===== src/rtl/core/pal555_pkg.sv =====
// Shared types, codes and the 5-to-8 bit channel expansion table.
package pal555_pkg;

  // Item kind carried on the input tuser.
  typedef enum logic [1:0] {
    ACT_WRITE   = 2'd0,
    ACT_INDEXED = 2'd1,
    ACT_DIRECT  = 2'd2
  } action_t;

  localparam int unsigned COLOR_W  = 16;
  localparam int unsigned INDEX_W  = 8;
  localparam int unsigned COUNT_W  = 9;
  localparam int unsigned ARGB_W   = 32;

  // Alpha bit of a 1-5-5-5 color word.
  localparam logic [COLOR_W-1:0] ALPHA_MASK = 16'h8000;

  // Configuration register byte addresses (bit 2 selects the register).
  localparam logic [2:0] ADDR_COLOR_COUNT = 3'd0;
  localparam logic [2:0] ADDR_KEEP_TRANSP = 3'd4;

  // Palette port request issued on each accepted input transfer.
  typedef struct packed {
    logic               wr_en;
    logic               rd_en;
    logic [INDEX_W-1:0] wr_index;
    logic [COLOR_W-1:0] wr_color;
    logic [INDEX_W-1:0] rd_index;
  } pal_req_t;

  // floor(v * 255 / 31) for v = 0..31.
  localparam logic [7:0] EXPAND5_LUT [32] = '{
    8'd0,   8'd8,   8'd16,  8'd24,  8'd32,  8'd41,  8'd49,  8'd57,
    8'd65,  8'd74,  8'd82,  8'd90,  8'd98,  8'd106, 8'd115, 8'd123,
    8'd131, 8'd139, 8'd148, 8'd156, 8'd164, 8'd172, 8'd180, 8'd189,
    8'd197, 8'd205, 8'd213, 8'd222, 8'd230, 8'd238, 8'd246, 8'd255
  };

endpackage


===== src/rtl/core/pal555_expand.sv =====
// Color select, alpha forcing and 1-5-5-5 to ARGB8888 channel expansion.
module pal555_expand
  import pal555_pkg::*;
(
  input  logic               direct,
  input  logic [COLOR_W-1:0] direct_color,
  input  logic [COLOR_W-1:0] palette_color,
  input  logic               keep_transparency,
  output logic [ARGB_W-1:0]  argb_word
);

  logic [COLOR_W-1:0] color;
  logic [7:0]         alpha;

  always_comb begin
    color = direct ? direct_color : palette_color;
    if (!keep_transparency) begin
      color = color | ALPHA_MASK;
    end
    alpha     = color[15] ? 8'hFF : 8'h00;
    argb_word = {alpha,
                 EXPAND5_LUT[color[14:10]],
                 EXPAND5_LUT[color[9:5]],
                 EXPAND5_LUT[color[4:0]]};
  end

endmodule


===== config.mk =====
export PLATFORM = sky130hd
export DESIGN_NAME = pal555_expand
export DESIGN_NICKNAME = d
export VERILOG_FILES = /design/src/rtl/core/pal555_pkg.sv /design/src/rtl/core/pal555_expand.sv
export SDC_FILE = /design/constraint.sdc
export NUM_CORES = 1
export LEC_CHECK = 0
export BUFFER_PORTS_ARGS = -buffer_cell sky130_fd_sc_hd__buf_2
export CORE_MARGIN = 4
export CORE_UTILIZATION = 33
export DETAILED_ROUTE_END_ITERATION = 8
export GPL_TIMING_DRIVEN = 0
export PLACE_DENSITY = 0.9
export SLEW_MARGIN = 20
export SYNTH_ARGS = -nofsm -noshare
export SYNTH_HDL_FRONTEND = slang
export SYNTH_SLANG_ARGS = --single-unit

===== constraint.sdc =====
create_clock -name vclk -period 1.35
set_input_delay 0.135 -clock vclk [all_inputs]
set_output_delay 0.135 -clock vclk [all_outputs]
set_load 0.02 [all_outputs]

==> results.sh <==
export IMPL_finalMaxSlewViolations=0
export IMPL_crit_start="direct"
export IMPL_final_layout_size_suffix_gt1_share_pct=82.1
export IMPL_p_switching_uw=325
export IMPL_n_clock_buffer=0
export IMPL_grt_pass1_vias=659
export IMPL_clock_fmax_ghz=0.671
export IMPL_grt_antenna_before_repair=0
export IMPL_grt_ovfl_total=0
export IMPL_synthesis_area_um2=487
export IMPL_maxCapViolations=0
export IMPL_hp_start="palette_color[10]"
export IMPL_cp_end_kind="primary output"
export IMPL_via_count=788
export IMPL_final_min_clock_period_ns=1.49
export IMPL_hold_buffers=0
export IMPL_path_cells="buf_12, buf_12, mux2i_4, nor2_1, o31a_1, a21o_1, buf_4"
export IMPL_drc=0
export IMPL_syn_area_per_cell_um2=7.37
export IMPL_multi_input_area_um2=534
export IMPL_fin_total_pwr_uw=612
export IMPL_gr_usage_met2_pct=32.7
export IMPL_dr_pass1_iters=3
export IMPL_ios=66
export IMPL_relSlewSlack_pct=76.0
export IMPL_cp_slowest_cell="o31a_1"
export IMPL_crit_type="in -> out"
export IMPL_io_buffers=65
export IMPL_vdd_drop_max_mv=0.343
export IMPL_arrival_ns=1.36
export IMPL_wirelength_um=2270
export IMPL_top_usage_layer="met2"
export IMPL_via_per_inst=5.08
export IMPL_crit_required_ns=1.22
export IMPL_gp_congestion=0.737
export IMPL_hpwl_um=1520
export IMPL_final_hold_violation_count=0
export IMPL_status="complete, but fails checks"
export IMPL_syn_num_nets=100
export IMPL_power_leakage_uw=0.000584
export IMPL_antennaDiodeCount=0
export IMPL_grt_pass1_wl_um=2640
export IMPL_grt_setup_unrepaired="yes"
export IMPL_start_util_pct=36.1
export IMPL_nets=176
export IMPL_placementRows=13
export IMPL_netSwitchingFraction_pct=53.1
export IMPL_fill_cells=69
export IMPL_powerDensity_mw_per_mm2=538
export IMPL_grt_usage_pct=15.9
export IMPL_final_cells=155
export IMPL_wl_per_cell_um=14.7
export IMPL_syn_inst=66
export IMPL_yosysSeqAreaShare_pct=0
export IMPL_dieWidth_um=46.4
export IMPL_worst_pin_slew_ns=0.350
export IMPL_die_y_um=46.4
export IMPL_slowest_delay_ns=0.31
export IMPL_pwr_share_seq_pct=0
export IMPL_setup_viol_count_final=8
export IMPL_dp_cells=146
export IMPL_regArea_um2=0
export IMPL_cp_max_fo=6
export IMPL_crit_top_cell="buf_12"
export IMPL_drt_initial_drc_count=4
export IMPL_design_seq_count=0
export IMPL_use_met3_pct=1.17
export IMPL_ys_warnings_count=0
export IMPL_cp_start_kind="input pin"
export IMPL_fin_crit_sh_pct=110
export IMPL_fin_ws_ns=-0.141
export IMPL_clkPwrFrac_pct=0
export IMPL_combPwrFrac_pct=100.0
export IMPL_coreArea_mm2=0.00135
export IMPL_p_int_uw=287
export IMPL_die_area_mm2=0.00215
export IMPL_grt_util_met1_pct=17.6
export IMPL_hold_path_class="in -> out"
export IMPL_grt_max_degree=9
export IMPL_synthDistinctLibCells=22
export IMPL_ant_nets=0
export IMPL_area_delta_synth_final_pct=133
export IMPL_violations="setup timing"
layer usage:
metal	vias up	wire [um]
met2	43	1230
met4	0	47
li1	385	-
met3	4	210
met5	-	0
met1	356	779
worst max-delay path, delay by kind of cell:
kind	cells	cell delay, ns
compound gates	2	0.46
simple gates	1	0.10
buf+inv	3	0.37
mux	1	0.28
area by class of cell:
cell class | count | share of cell area [%]
buffer | 9 | 8.15
timing repair buffer | 74 | 40.2
tap | 15 | 1.65
multi-input combinational | 48 | 47.0
inverter | 9 | 2.97
through the flow:
stage / hold slack, ns / setup WS (ns) / cell area (um2) / util, % / setup TNS [ns]
after global routing: 0.665 / -0.175 / 1140 / 84.2 / -1.02
final: 0.650 / -0.141 / 1140 / 84.2 / -0.640
after CTS: 0.642 / -0.133 / 988 / 73.2 / -0.577
after global placement: 0.644 / -0.166 / 927 / 68.7 / -0.691
after detailed placement: 0.650 / -0.187 / 927 / 68.7 / -0.851
after floorplan: 0.426 / -0.0397 / 583 / - / -0.0898
final timing paths:
check	endpoint	slack, ns	cells past startpoint
worst max-delay path	argb_word[9]	-0.14	7
worst min-delay path	argb_word[19]	0.65	3
cells by family after synthesis:
kind of cell,after synthesis,share of synthesized area (%)
AO/OA/AOI/OAI,22,29.6
buffers and inverters,18,24.2
multiplexers,16,38.3
AND/OR/NAND/NOR,10,7.97
layout by cell type, fill, tap and decap left out, types with 2 or more instances in the layout:
master   instances
mux2_2           2
a21oi_4          2
buf_4           14
buf_12           3
nand2_2          2
buf_6            5
nor2_1           2
mux2i_2          2
a21oi_1          5
mux2i_1          3
mux2_4           4
o22ai_2          2
mux2i_4          5
nand2_1          3
inv_2            5
o21a_1           2
buf_2           60
inv_1            4
cell usage after synthesis:
library cell,n,share of area (%)
inv_1,9,6.9
a21oi_1,7,7.2
buf_4,7,11
mux2i_1,7,14
nand2_1,5,3.9
mux2_2,4,9.3
nor2_1,4,3.1
mux2i_2,3,8.5
a211oi_1,2,3.1
mux2_4,2,6.2
o21a_1,2,3.1
o21ai_0,2,2.1
o22ai_1,2,2.6
o311a_1,2,4.1
a21o_1,1,1.5
a22oi_1,1,1.5
buf_12,1,4.1
buf_6,1,2.3
nor3_1,1,1.0
o211ai_1,1,1.5
o21ai_1,1,1.0
o31a_1,1,1.8
what timing repair did:
item / CTS / global route
pin swaps: 4 / 4
setup endpoints to repair: 7 / 9
setup buffers: 1 / 7
gates cloned: 1 / 0
resized for setup: 9 / 17
power by group through the flow:
stage               clock (uW)  sequential (uW)  combinational, uW
CTS                          0                0                530
global route                 0                0                646
detailed placement           0                0                492
floorplan                    0                0                340
global placement             0                0                481
finish                       0                0                612
Power figures use the tool's default switching activity.
